===== src/rtl/bmm_pkg.sv =====
// Package with shared constants for the bipartite matching block.
`timescale 1ns / 1ps
package bmm_pkg;
    localparam int LEFT_MAX_DEF  = 16;
    localparam int RIGHT_MAX_DEF = 16;
    localparam int MAX_RESULTS   = 16;
    localparam logic [1:0] MODE_ADD   = 2'd0;
    localparam logic [1:0] MODE_RUN   = 2'd1;
    localparam logic [1:0] MODE_CLEAR = 2'd2;
    localparam logic [0:0] REG_LEFT_COUNT  = 1'b0;
    localparam logic [0:0] REG_RIGHT_COUNT = 1'b1;
endpackage


===== src/rtl/bmm_ram.sv =====
// Generic single-port-write, registered-read RAM.
`timescale 1ns / 1ps
module bmm_ram #(
    parameter int WIDTH = 8,
    parameter int DEPTH = 16
) (
    input  logic                     clk,
    input  logic                     we,
    input  logic [$clog2(DEPTH)-1:0] waddr,
    input  logic [WIDTH-1:0]         wdata,
    input  logic [$clog2(DEPTH)-1:0] raddr,
    output logic [WIDTH-1:0]         rdata
);
    logic [WIDTH-1:0] mem [DEPTH];

    always_ff @(posedge clk)
    begin
        if (we)
        begin
            mem[waddr] <= wdata;
        end
        rdata <= mem[raddr];
    end
endmodule


===== src/rtl/bipartite_max_matching_top.sv =====
// Top level of the bipartite maximum matching engine.
// Add: the row is written the next cycle while input is held off; clear drops graph and matching.
// Run: each search walks a queue seeded with the free left vertices and scans one adjacency bit
// per cycle, then follows the augmenting path step by step on success; a run makes one search
// more than it has augmentations. Emit walks the left vertices and can be held by output stalls.
// One item is worked on at a time. Reset empties graph and matching.
`timescale 1ns / 1ps
module bipartite_max_matching_top
    import bmm_pkg::*;
#(
    parameter int LEFT_MAX  = bmm_pkg::LEFT_MAX_DEF,
    parameter int RIGHT_MAX = bmm_pkg::RIGHT_MAX_DEF
) (
    input  logic       clk,
    input  logic       rst_n,
    input  logic       cfg_we,
    input  logic [0:0] cfg_index,
    input  logic [4:0] cfg_data,
    input  logic       in_valid,
    output logic       in_ready,
    input  logic [1:0] mode,
    input  logic [3:0] left_vertex,
    input  logic [3:0] right_vertex,
    output logic       out_valid,
    input  logic       out_ready,
    output logic [3:0] pair_left,
    output logic [3:0] pair_right,
    output logic       pair_valid,
    output logic [4:0] match_count,
    output logic       last
);
    localparam int LW = $clog2(LEFT_MAX);
    localparam int RW = $clog2(RIGHT_MAX);
    localparam int LCW = $clog2(LEFT_MAX + 1);
    localparam int RCW = $clog2(RIGHT_MAX + 1);

    typedef enum logic [3:0] {
        S_IDLE, S_INIT, S_POP, S_POPW, S_SCAN, S_SCANW, S_AUG, S_AUGW,
        S_EMIT, S_EMITW, S_OUT
    } state_t;

    state_t state_reg;
    logic [4:0] lcnt_reg, rcnt_reg;
    logic [LEFT_MAX-1:0]  row_valid_reg;
    logic [LEFT_MAX-1:0]  lmatch_reg, seen_reg;
    logic [RIGHT_MAX-1:0] rmatch_reg, visited_reg;
    logic [RIGHT_MAX-1:0][LW-1:0] partner_reg;
    logic [RIGHT_MAX-1:0][LW-1:0] parent_reg;
    logic [LEFT_MAX-1:0][LW-1:0]  queue_reg;
    logic [LCW-1:0] head_reg, tail_reg, lidx_reg;
    logic [RCW-1:0] v_reg;
    logic [LW-1:0]  u_reg;
    logic [7:0]     total_reg;
    logic [4:0]     nemit_reg;
    logic           any_reg;
    logic [3:0]     hold_l_reg, hold_r_reg;

    logic [LCW-1:0] nl;
    logic [RCW-1:0] nr;
    assign nl = (32'(lcnt_reg) > LEFT_MAX)  ? LCW'(LEFT_MAX)  : LCW'(lcnt_reg);
    assign nr = (32'(rcnt_reg) > RIGHT_MAX) ? RCW'(RIGHT_MAX) : RCW'(rcnt_reg);

    logic              adj_we;
    logic [LW-1:0]     adj_waddr, adj_raddr;
    logic [RIGHT_MAX-1:0] adj_wdata, adj_rdata, row_q;

    bmm_ram #(.WIDTH(RIGHT_MAX), .DEPTH(LEFT_MAX)) u_adj (
        .clk(clk), .we(adj_we), .waddr(adj_waddr), .wdata(adj_wdata),
        .raddr(adj_raddr), .rdata(adj_rdata)
    );

    logic add_pend_reg;
    logic [LW-1:0] add_l_reg;
    logic [RW-1:0] add_r_reg;

    logic add_ok;
    assign add_ok = (32'(left_vertex) < LEFT_MAX) && (32'(right_vertex) < RIGHT_MAX);
    logic in_fire;
    assign in_ready = (state_reg == S_IDLE) && !out_valid && !add_pend_reg;
    assign in_fire  = in_valid && in_ready;

    always_comb
    begin
        adj_we    = 1'b0;
        adj_waddr = add_l_reg;
        adj_wdata = (row_valid_reg[add_l_reg] ? adj_rdata : '0);
        adj_wdata[add_r_reg] = 1'b1;
        if (add_pend_reg)
        begin
            adj_we = 1'b1;
        end
        adj_raddr = u_reg;
        if (in_fire && mode == MODE_ADD)
        begin
            adj_raddr = LW'(left_vertex);
        end
    end
    assign row_q = row_valid_reg[u_reg] ? adj_rdata : '0;

    logic          stop;
    logic [RW-1:0] found_r;
    logic          partner_found;
    logic [LW-1:0] want;
    logic          scan_hit;
    logic          emit_done;
    logic          out_free;
    logic          out_load;
    logic [4:0]    count_sat;

    // partner search for augmentation and emission
    always_comb
    begin
        want = (state_reg == S_AUG) ? parent_reg[RW'(v_reg)] :
               ((state_reg == S_EMITW) ? LW'(lidx_reg - 1'b1) : LW'(lidx_reg));
        found_r = '0;
        partner_found = 1'b0;
        for (int r = RIGHT_MAX - 1; r >= 0; r--)
        begin
            if (rmatch_reg[r] && partner_reg[r] == want)
            begin
                found_r = RW'(r);
                partner_found = 1'b1;
            end
        end
        stop = !lmatch_reg[want] || !partner_found;
    end

    assign scan_hit = row_q[RW'(v_reg)] && !visited_reg[RW'(v_reg)] &&
                      !(rmatch_reg[RW'(v_reg)] && partner_reg[RW'(v_reg)] == u_reg);
    assign emit_done = (lidx_reg >= LCW'(LEFT_MAX)) || (nemit_reg >= 5'(MAX_RESULTS));
    assign out_free  = !out_valid || out_ready;
    assign count_sat = (total_reg > 8'd31) ? 5'd31 : 5'(total_reg);

    always_comb
    begin
        out_load = 1'b0;
        if (state_reg == S_EMITW && any_reg && out_free)
        begin
            out_load = 1'b1;
        end
        if (state_reg == S_EMIT && emit_done && out_free)
        begin
            out_load = 1'b1;
        end
    end

    always_ff @(posedge clk or negedge rst_n)
    begin
        if (!rst_n)
        begin
            state_reg     <= S_IDLE;
            lcnt_reg      <= 5'd16;
            rcnt_reg      <= 5'd16;
            row_valid_reg <= '0;
            lmatch_reg    <= '0;
            rmatch_reg    <= '0;
            seen_reg      <= '0;
            visited_reg   <= '0;
            partner_reg   <= '0;
            parent_reg    <= '0;
            queue_reg     <= '0;
            total_reg     <= '0;
            out_valid     <= 1'b0;
            add_pend_reg  <= 1'b0;
            add_l_reg     <= '0;
            add_r_reg     <= '0;
            pair_left     <= '0;
            pair_right    <= '0;
            pair_valid    <= 1'b0;
            match_count   <= '0;
            last          <= 1'b0;
            hold_l_reg    <= '0;
            hold_r_reg    <= '0;
            head_reg <= '0; tail_reg <= '0; lidx_reg <= '0; v_reg <= '0; u_reg <= '0;
            nemit_reg <= '0; any_reg <= 1'b0;
        end
        else
        begin
            if (cfg_we)
            begin
                if (cfg_index == REG_LEFT_COUNT) lcnt_reg <= cfg_data;
                else rcnt_reg <= cfg_data;
            end
            if (add_pend_reg)
            begin
                add_pend_reg <= 1'b0;
                row_valid_reg[add_l_reg] <= 1'b1;
            end
            if (out_load)
            begin
                out_valid <= 1'b1;
            end
            else if (out_ready)
            begin
                out_valid <= 1'b0;
            end
            unique case (state_reg)
                S_IDLE:
                begin
                    if (in_fire)
                    begin
                        if (mode == MODE_ADD && add_ok)
                        begin
                            add_pend_reg <= 1'b1;
                            add_l_reg <= LW'(left_vertex);
                            add_r_reg <= RW'(right_vertex);
                        end
                        else if (mode == MODE_CLEAR)
                        begin
                            row_valid_reg <= '0;
                            lmatch_reg <= '0;
                            rmatch_reg <= '0;
                            total_reg <= '0;
                        end
                        else if (mode == MODE_RUN)
                        begin
                            state_reg <= S_INIT;
                            lidx_reg <= '0;
                            tail_reg <= '0;
                            head_reg <= '0;
                            seen_reg <= '0;
                            visited_reg <= '0;
                        end
                    end
                end
                S_INIT:
                begin
                    if (lidx_reg < nl)
                    begin
                        if (!lmatch_reg[LW'(lidx_reg)])
                        begin
                            queue_reg[LW'(tail_reg)] <= LW'(lidx_reg);
                            tail_reg <= tail_reg + 1'b1;
                            seen_reg[LW'(lidx_reg)] <= 1'b1;
                        end
                        lidx_reg <= lidx_reg + 1'b1;
                    end
                    else
                    begin
                        state_reg <= S_POP;
                    end
                end
                S_POP:
                begin
                    if (head_reg < tail_reg)
                    begin
                        u_reg <= queue_reg[LW'(head_reg)];
                        head_reg <= head_reg + 1'b1;
                        v_reg <= '0;
                        state_reg <= S_POPW;
                    end
                    else
                    begin
                        state_reg <= S_EMIT;
                        lidx_reg <= '0;
                        nemit_reg <= '0;
                        any_reg <= 1'b0;
                    end
                end
                S_POPW:
                begin
                    state_reg <= S_SCAN;
                end
                S_SCAN:
                begin
                    if (v_reg >= nr)
                    begin
                        state_reg <= S_POP;
                    end
                    else if (scan_hit && !rmatch_reg[RW'(v_reg)])
                    begin
                        visited_reg[RW'(v_reg)] <= 1'b1;
                        parent_reg[RW'(v_reg)] <= u_reg;
                        state_reg <= S_AUG;
                    end
                    else
                    begin
                        v_reg <= v_reg + 1'b1;
                        if (scan_hit)
                        begin
                            visited_reg[RW'(v_reg)] <= 1'b1;
                            parent_reg[RW'(v_reg)] <= u_reg;
                            if (!seen_reg[partner_reg[RW'(v_reg)]] &&
                                tail_reg < LCW'(LEFT_MAX))
                            begin
                                seen_reg[partner_reg[RW'(v_reg)]] <= 1'b1;
                                queue_reg[LW'(tail_reg)] <= partner_reg[RW'(v_reg)];
                                tail_reg <= tail_reg + 1'b1;
                            end
                        end
                    end
                end
                S_AUG:
                begin
                    partner_reg[RW'(v_reg)] <= parent_reg[RW'(v_reg)];
                    rmatch_reg[RW'(v_reg)] <= 1'b1;
                    if (stop)
                    begin
                        lmatch_reg[parent_reg[RW'(v_reg)]] <= 1'b1;
                        if (total_reg != 8'hFF) total_reg <= total_reg + 1'b1;
                        state_reg <= S_INIT;
                        lidx_reg <= '0;
                        tail_reg <= '0;
                        head_reg <= '0;
                        seen_reg <= '0;
                        visited_reg <= '0;
                    end
                    else
                    begin
                        v_reg <= RCW'(found_r);
                    end
                end
                S_EMIT:
                begin
                    if (emit_done)
                    begin
                        if (out_free)
                        begin
                            pair_left   <= any_reg ? hold_l_reg : 4'd0;
                            pair_right  <= any_reg ? hold_r_reg : 4'd0;
                            pair_valid  <= any_reg;
                            match_count <= any_reg ? count_sat : 5'd0;
                            last        <= 1'b1;
                            state_reg   <= S_OUT;
                        end
                    end
                    else
                    begin
                        lidx_reg <= lidx_reg + 1'b1;
                        if (lmatch_reg[LW'(lidx_reg)] && partner_found)
                        begin
                            state_reg <= S_EMITW;
                        end
                    end
                end
                S_EMITW:
                begin
                    if (!any_reg)
                    begin
                        hold_l_reg <= 4'(lidx_reg - 1'b1);
                        hold_r_reg <= 4'(found_r);
                        any_reg <= 1'b1;
                        nemit_reg <= nemit_reg + 1'b1;
                        state_reg <= S_EMIT;
                    end
                    else if (out_free)
                    begin
                        pair_left   <= hold_l_reg;
                        pair_right  <= hold_r_reg;
                        pair_valid  <= 1'b1;
                        match_count <= count_sat;
                        last        <= 1'b0;
                        hold_l_reg  <= 4'(lidx_reg - 1'b1);
                        hold_r_reg  <= 4'(found_r);
                        nemit_reg   <= nemit_reg + 1'b1;
                        state_reg   <= S_EMIT;
                    end
                end
                S_OUT:
                begin
                    if (out_valid && out_ready)
                    begin
                        state_reg <= S_IDLE;
                    end
                end
                default:
                begin
                    state_reg <= S_IDLE;
                end
            endcase
        end
    end
endmodule


===== config.mk =====
export PLATFORM = sky130hd
export DESIGN_NAME = bipartite_max_matching_top
export DESIGN_NICKNAME = d
export VERILOG_FILES = /design/src/rtl/bmm_pkg.sv /design/src/rtl/bmm_ram.sv /design/src/rtl/bipartite_max_matching_top.sv
export SDC_FILE = /design/constraint.sdc
export NUM_CORES = 1
export LEC_CHECK = 0
export BUFFER_PORTS_ARGS = -buffer_cell sky130_fd_sc_hd__buf_2
export CAP_MARGIN = 5
export CORE_UTILIZATION = 50
export CTS_CLUSTER_SIZE = 25
export DETAILED_ROUTE_END_ITERATION = 7
export HOLD_SLACK_MARGIN = 0.03
export PLACE_DENSITY_LB_ADDON = 0.08
export SYNTH_ARGS = -nofsm -noshare
export SYNTH_HDL_FRONTEND = slang
export SYNTH_SLANG_ARGS = --single-unit

===== constraint.sdc =====
create_clock -name clk -period 5.7 [get_ports clk]
set_clock_uncertainty 0.1 [all_clocks]
set_input_delay 0.285 -clock clk [delete_from_list [all_inputs] [get_ports clk]]
set_output_delay 0.285 -clock clk [all_outputs]
set_load 0.005 [all_outputs]

Word-level counts from Yosys, hierarchy flattened
Memory sizes are Yosys's and may differ from the RTL's. A register that Yosys moved wholly into a read port is not among the register bits.
Cells that the tools add are included.
Widths: inputs -> output; s select.
- reductions and logical operators: 81
- order comparisons: 26
- bitwise operators: 9
- eq/ne operators: 57
- add/sub/neg operators: 7
- muxes and demuxes: 209
- operator list (kind ; count):
    $mux 64 ; 8
    $mux 16 ; 25
    $bwmux 64 ; 4
    $mux 4 ; 53
    $mux 5 ; 29
    $pmux 64 s2 ; 1
    $or 16x16->16 ; 7
    $eq 4x4->1 ; 17
    $pmux 16 s2 ; 2
    $pmux 16 s4 ; 1
    $lt 4x5->1 const B ; 10
    $bmux 4 s4 ; 3
    $mux 1 ; 48
    $pmux 16 s3 ; 1
    $mux 8 ; 5
    $ne 2x2->1 const B ; 20
    $logic_and 1x1->1 ; 38
    $pmux 4 s9 ; 1
    $bmux 1 s4 ; 8
    $demux 4 s4 ; 2
    $pmux 5 s3 ; 2
    $ge 4x1->1 const B ; 7
    $add 5x1->5 const B ; 5
    $pmux 5 s5 ; 1
    43 further kinds ; 91
- memory bits (writable): 256
- memories: 1
- input bits: 21
- bits in registers: 357
- output and inout bits: 17
- logic and storage cells: 465
- memories (name ; words ; bits a word ; read ports ; clocked after Yosys merged registers in ; wr ports ; RTL line ; source):
    u_adj.mem ; 16 ; 16 ; 1 ; 1 ; 1 ; bmm_ram.sv:14 ; logic [WIDTH-1:0] mem [DEPTH];

Logic depth before layout (Yosys ltp)
- word-level depth: 25
- mapped depth: 19
- gate-level depth less buffers: 13

By module
From an unflattened synthesis, not the netlist that was laid out.
- cell total of the unflattened synthesis: 2276
- area total of the unflattened synthesis: 29709.7 um2
- modules (own cells, without submodules) (module ; area each (um2) ; cells each ; seq. area each (um2) ; instances):
    bipartite_max_matching_top ; 19667.6 ; 1844 ; 8936.1 ; 1
    bmm_ram ; 10042.1 ; 432 ; 8007.7 ; 1

Least setup slack after synthesis
Ideal clock, no wire load.
- path type: register to register
- start: reg v_reg[0]
- end: reg queue_reg[48] (netlist name)
- cell stages (with the launch flop): 20
- path slack: 1.345 ns
- data required time: 5.475 ns
- arrival: 4.131 ns
- cells stage by stage: dfrtp_1 -> buf_4 -> buf_12 -> clkbuf_1 -> buf_2 -> inv_1 -> ha_1 -> nand2b_1 -> a21o_1 -> a21o_1 -> a21o_1 -> a2111oi_0 -> nand3_1 -> a21oi_1 -> and3b_1 -> buf_2 -> and2_1 -> and3_1 -> clkbuf_1 -> mux2_2
- longest elaborated chain between the ends: 9
- elaborated cells between the ends (all ways): 32
- those cells by class: 1 x order compare; 5 x eq/ne; 16 x mux; 10 x reduce/logical
- ends and longest elaborated chain (element ; RTL line ; source):
    start, declared ; bipartite_max_matching_top.sv:51 ; logic [RCW-1:0] v_reg;
    start signal, assigned ; bipartite_max_matching_top.sv:278 ; v_reg <= v_reg + 1'b1;
    start signal, assigned ; bipartite_max_matching_top.sv:310 ; v_reg <= RCW'(found_r);
    parallel branches: the longest is 9 deep, another holds $reduce_and 7->1 ; n/a ;
    end signal, assigned by index ; bipartite_max_matching_top.sv:232 ; queue_reg[LW'(tail_reg)] <= LW'(lidx_reg);
    end signal, assigned by index ; bipartite_max_matching_top.sv:287 ; queue_reg[LW'(tail_reg)] <= partner_reg[RW'(v_reg)];
    end, declared ; bipartite_max_matching_top.sv:49 ; logic [LEFT_MAX-1:0][LW-1:0] queue_reg;
Parallel ways; which one is timed is not known. The select of a mux whose other input is x is not followed.
A chain may end at the register's enable or synchronous reset.

Worst setup path after layout
- start: reg v_reg[1]
- end: reg visited_reg[3]
- longest elaborated chain between the ends: 25
- elaborated cells between the ends (all ways): 87
- those cells by class: 3 x order compare; 20 x eq/ne; 35 x mux; 1 x bitwise; 28 x reduce/logical
- ends and longest elaborated chain (element ; RTL line ; source):
    $bmux 4 s4 ; bipartite_max_matching_top.sv:113 ; want = (state_reg == S_AUG) ? parent_reg[RW'(v_reg)] :
    $mux 4 (not written as such) ; bipartite_max_matching_top.sv:113 ;
    $mux 4 ; bipartite_max_matching_top.sv:113 ;
    $eq 4x4->1 ; bipartite_max_matching_top.sv:119 ; if (rmatch_reg[r] && partner_reg[r] == want)
    $logic_and 1x1->1 ; bipartite_max_matching_top.sv:119 ;
    $mux 1 (16 in series) ; bipartite_max_matching_top.sv:119 ;
    $logic_not 1->1 ; bipartite_max_matching_top.sv:125 ; stop = !lmatch_reg[want] || !partner_found;
    $logic_or 1x1->1 ; bipartite_max_matching_top.sv:125 ;
    $ne 2x2->1 (no source line) ; n/a ;
    $reduce_and 8->1 (no source line) ; n/a ;
    end signal, assigned ; bipartite_max_matching_top.sv:158 ; visited_reg <= '0;
    end signal, assigned ; bipartite_max_matching_top.sv:222 ; visited_reg <= '0;
    end signal, assigned by index ; bipartite_max_matching_top.sv:272 ; visited_reg[RW'(v_reg)] <= 1'b1;
    end, declared ; bipartite_max_matching_top.sv:46 ; logic [RIGHT_MAX-1:0] rmatch_reg, visited_reg;
Parallel ways exist; a longest one is shown, timed or not. The select of a mux whose other input is x is not followed.

==> impl_metrics.py <==
metrics = {
    "job": {
        "cap_violations": 0,
    },
    "yosys": {
        "synth_top_family_by_area": "multiplexers",
        "synth_compound_area_share_pct": 8.96,
        "synthAdderAreaFrac_pct": 1.18,
        "synth_xor_area_share_pct": 1.66,
        "yosysTopAreaCellShare_pct": 30.0,
        "ys_async_sr_fraction_pct": 56.8,
        "yosys-top-cells-area": "dfrtp_1 (30%), edfxtp_1 (26%), mux4_2 (9.0%)",
        "synth.largest_area_cell": "dfrtp_1",
        "synth_edf_count": 256,
        "synth_cell_type_count": 93,
        "ys_warn_count": 0,
        "synth_seq_cells": 629,
        "syn_inst": 2321,
        "synth_mux_area_share_pct": 16.7,
        "synth-simple-area-share_pct": 11.4,
        "synth_area_um2": 29600,
        "seq_area_frac_synth_pct": 57.2,
        "synthesis.nets": 2370,
        "ys.flop_type": "dfrtp_1",
        "postSynthAreaPerCell_um2": 12.8,
    },
    "place": {
        "io_buffers": 37,
        "pre_cts_slack_ns": 0.626,
        "gp_congestion": 0.923,
        "dp.cells": 3053,
        "hpwl_um": 51800,
    },
    "setup_path": {
        "slowest_stage": "and3_1",
        "crit_type": "flop to flop",
        "crit_top_cell": "buf_4",
        "end_kind": "flop",
        "crit_required_ns": 6.15,
        "critPathArrivalTime_ns": 5.59,
        "crit_path_start_kind": "flop",
        "crit_chain": "mux2i_1, a22o_1, o21ai_1, and3_1, xor2_1, or4_2, nand4_2, nor4_4, buf_4, o2111ai_2, nand2b_1, buf_4, o21a_1",
        "max_stage_delay_ns": 0.87,
        "startpoint": "v_reg[1]",
        "r2r_cells": 13,
        "r2r_slack_ns": 0.56,
        "reg2reg_from": "v_reg[1]",
        "cp_top_family": "simple AND/OR/NAND/NOR gates",
        "crit_fanout": 31,
        "crit_buf_inv": 2,
        "timing.rr.end": "visited_reg[3]",
        "crit_end": "visited_reg[3]",
        "cp.depth": 13,
    },
    "cts": {
        "post_cts_buffers": 0,
        "numCtsBuffers": 68,
        "cts_max_level": 3,
        "root_buffer": "clkbuf_16",
        "clk_latency_ns": 0.62,
        "cts_tree": "done",
        "cts_resized": 0,
        "clkTransAtPathRegs_ns": 0.06,
        "clock-sinks": 629,
        "holdBufCountCts": 18,
        "cts_max_path_buffers": 3,
    },
    "floorplan": {
        "io_pins": 38,
        "core_area_um2": 58100,
        "die_y_um": 245,
        "start_util_pct": 51.0,
        "rows": 88,
        "dieWidth_um": 245,
        "die_area_um2": 60200,
    },
    "detailed_routing": {
        "firstDrtPassIters": 5,
        "vias": 19500,
        "vias_per_cell": 6.12,
        "post_drt_wl_per_cell_um": 24.1,
        "drcViolationCount": 0,
        "first_iter_violations": 1459,
        "routed_wl_um": 76900,
        "ant_nets": 0,
    },
    "layout": {
        "final_util_pct": 57.2,
        "drive_above_1_share_pct": 22.6,
        "regMostFlops": "u_adj.mem",
        "fin_nets": 2425,
        "largest_reg_flops": 256,
        "area_delta_synth_final_pct": 12.3,
        "insertedDiodeCount": 0,
        "stdcell_count": 3195,
    },
    "timing": {
        "hold_violations": 0,
        "fin_ws_ns": 0.556,
        "fin_setup_tns_ns": 0,
        "rsz0062_at_grt": "false",
        "min_period_ns": 5.14,
        "drv_slew": 0,
        "fin_crit_sh_pct": 90.2,
        "whs_ns": 0.0710,
        "worst_pin_slew_ns": 1.16,
        "finalSetupViolations": 0,
        "fmax_mhz": 194,
        "relSlewSlack_pct": 22.3,
    },
    "global_route": {
        "grt_max_degree": 105,
        "grt_pass1_wl_um": 120000,
        "grt_pass1_vias": 19900,
        "antenna_found_initial": 0,
        "overflow": 0,
        "grt_usage_pct": 26.3,
    },
    "run_status": {
        "status": "finished, final reports clean",
    },
    "power_and_ir_drop": {
        "p_leak_nw": 13.7,
        "p_per_area_nw_per_um2": 525,
        "ir_drop_uv": 327,
    },
    "worst_hold_path": {
        "hp-class": "input pin to flop",
    },
}
## worst min-delay path by stage
| stage | end | cells after the start | from | slack [ns] |
|---|---|---|---|---|
| floorplan | add_l_reg[0] | 0 | rst_n | -0.11 |
| global placement | lmatch_reg[6] | 1 | rst_n | 0.24 |
| detailed placement | lmatch_reg[6] | 1 | rst_n | 0.25 |
| CTS | rcnt_reg[3] | 3 | cfg_we | 0.03 |
| global route | rcnt_reg[0] | 3 | cfg_we | 0.06 |
| finish | rcnt_reg[3] | 3 | cfg_we | 0.07 |
## cells in the mapped netlist, drive strengths merged (6+ instances only)
library cell	count
o31ai	23
o2111ai	7
mux2	148
nor2	177
o21a	38
and3	15
nor2b	23
dfrtp	355
ha	28
a31oi	29
inv	30
nand3b	7
a22o	15
buf	49
or3b	6
nand4	15
or4	31
nor3	21
edfxtp	256
and2	29
a211oi	18
xnor2	27
dfxtp	16
clkbuf	108
a22oi	15
a21o	10
o211ai	8
nand2b	25
nand2	223
or3	16
nand3	73
nor4	7
mux4	120
mux2i	58
a21oi	97
xor2	29
o21ai	99
## cell families after synthesis
| kind of cell | Yosys count |
|---|---|
| AND/OR/NAND/NOR | 688 |
| flip-flops | 629 |
| AO/OA/AOI/OAI | 407 |
| multiplexers | 326 |
| buffers and inverters | 187 |
| XOR/XNOR | 56 |
| adder cells (fa/ha/maj) | 28 |
## stage by stage
| stage | cell area (µm²) | total power [mW] |
|---|---|---|
| 2_1_floorplan | 29600 | 10.9 |
| 3_3_place_gp | 30800 | 12.9 |
| 3_5_place_dp | 30800 | 13.0 |
| 4_1_cts | 33300 | 17.6 |
| 5_1_grt | 33300 | 18.4 |
| 6_report | 33300 | 17.5 |
## power by group
group	internal (mW)	leakage, nW	total (mW)	switching [mW]
Clock	2.63	1.10	4.50	1.87
Combinational	2.41	5.28	6.22	3.82
Sequential	6.02	7.29	6.75	0.736
Total	11.1	13.7	17.5	6.42
## per-layer routing
| layer | GRT usage (%) | wire length (µm) | up-vias |
|---|---|---|---|
| met5 | 0 | 0 | - |
| met4 | 8.99 | 2600 | 0 |
| met3 | 3.99 | 3920 | 154 |
| met2 | 43.6 | 37700 | 594 |
| met1 | 35.4 | 32700 | 10000 |
| li1 | - | - | 8756 |
## tightest hold or removal path, cell delays in order
cell and delay [ns]:
buf_2 0.10, nand2_1 0.18, mux2_2 0.19
## cell usage in the layout, fill, tap and decap left out, types with 16 or more instances in the layout
| cell | n |
|---|---|
| buf_4 | 83 |
| or4_1 | 26 |
| edfxtp_1 | 256 |
| o21ai_1 | 19 |
| nand2_1 | 223 |
| dfrtp_1 | 353 |
| dlygate4sd3_1 | 18 |
| inv_1 | 29 |
| dfxtp_1 | 16 |
| nand3_1 | 73 |
| o31ai_1 | 23 |
| clkbuf_16 | 68 |
| nor2b_1 | 23 |
| o21a_1 | 38 |
| nand2b_1 | 25 |
| or3_1 | 16 |
| xnor2_1 | 27 |
| buf_2 | 36 |
| a31oi_1 | 27 |
| and2_1 | 28 |
| mux2_2 | 145 |
| ha_1 | 28 |
| o21ai_0 | 80 |
| clkbuf_1 | 19 |
| nor2_1 | 162 |
| xor2_1 | 29 |
| mux2i_1 | 58 |
| a21oi_1 | 97 |
| mux4_2 | 119 |
| a211oi_1 | 17 |
## final cells by class
class                           count  area, µm²
Clock inverter                     31        409
Timing Repair Buffer              142       1080
Tap cell                          765        957
Inverter                           30        113
Fill cell                        4791      24900
Multi-Input combinational cell   1505      11900
Clock buffer                       93       1860
Sequential cell                   629      16900
Power figures use the tool's default switching activity.
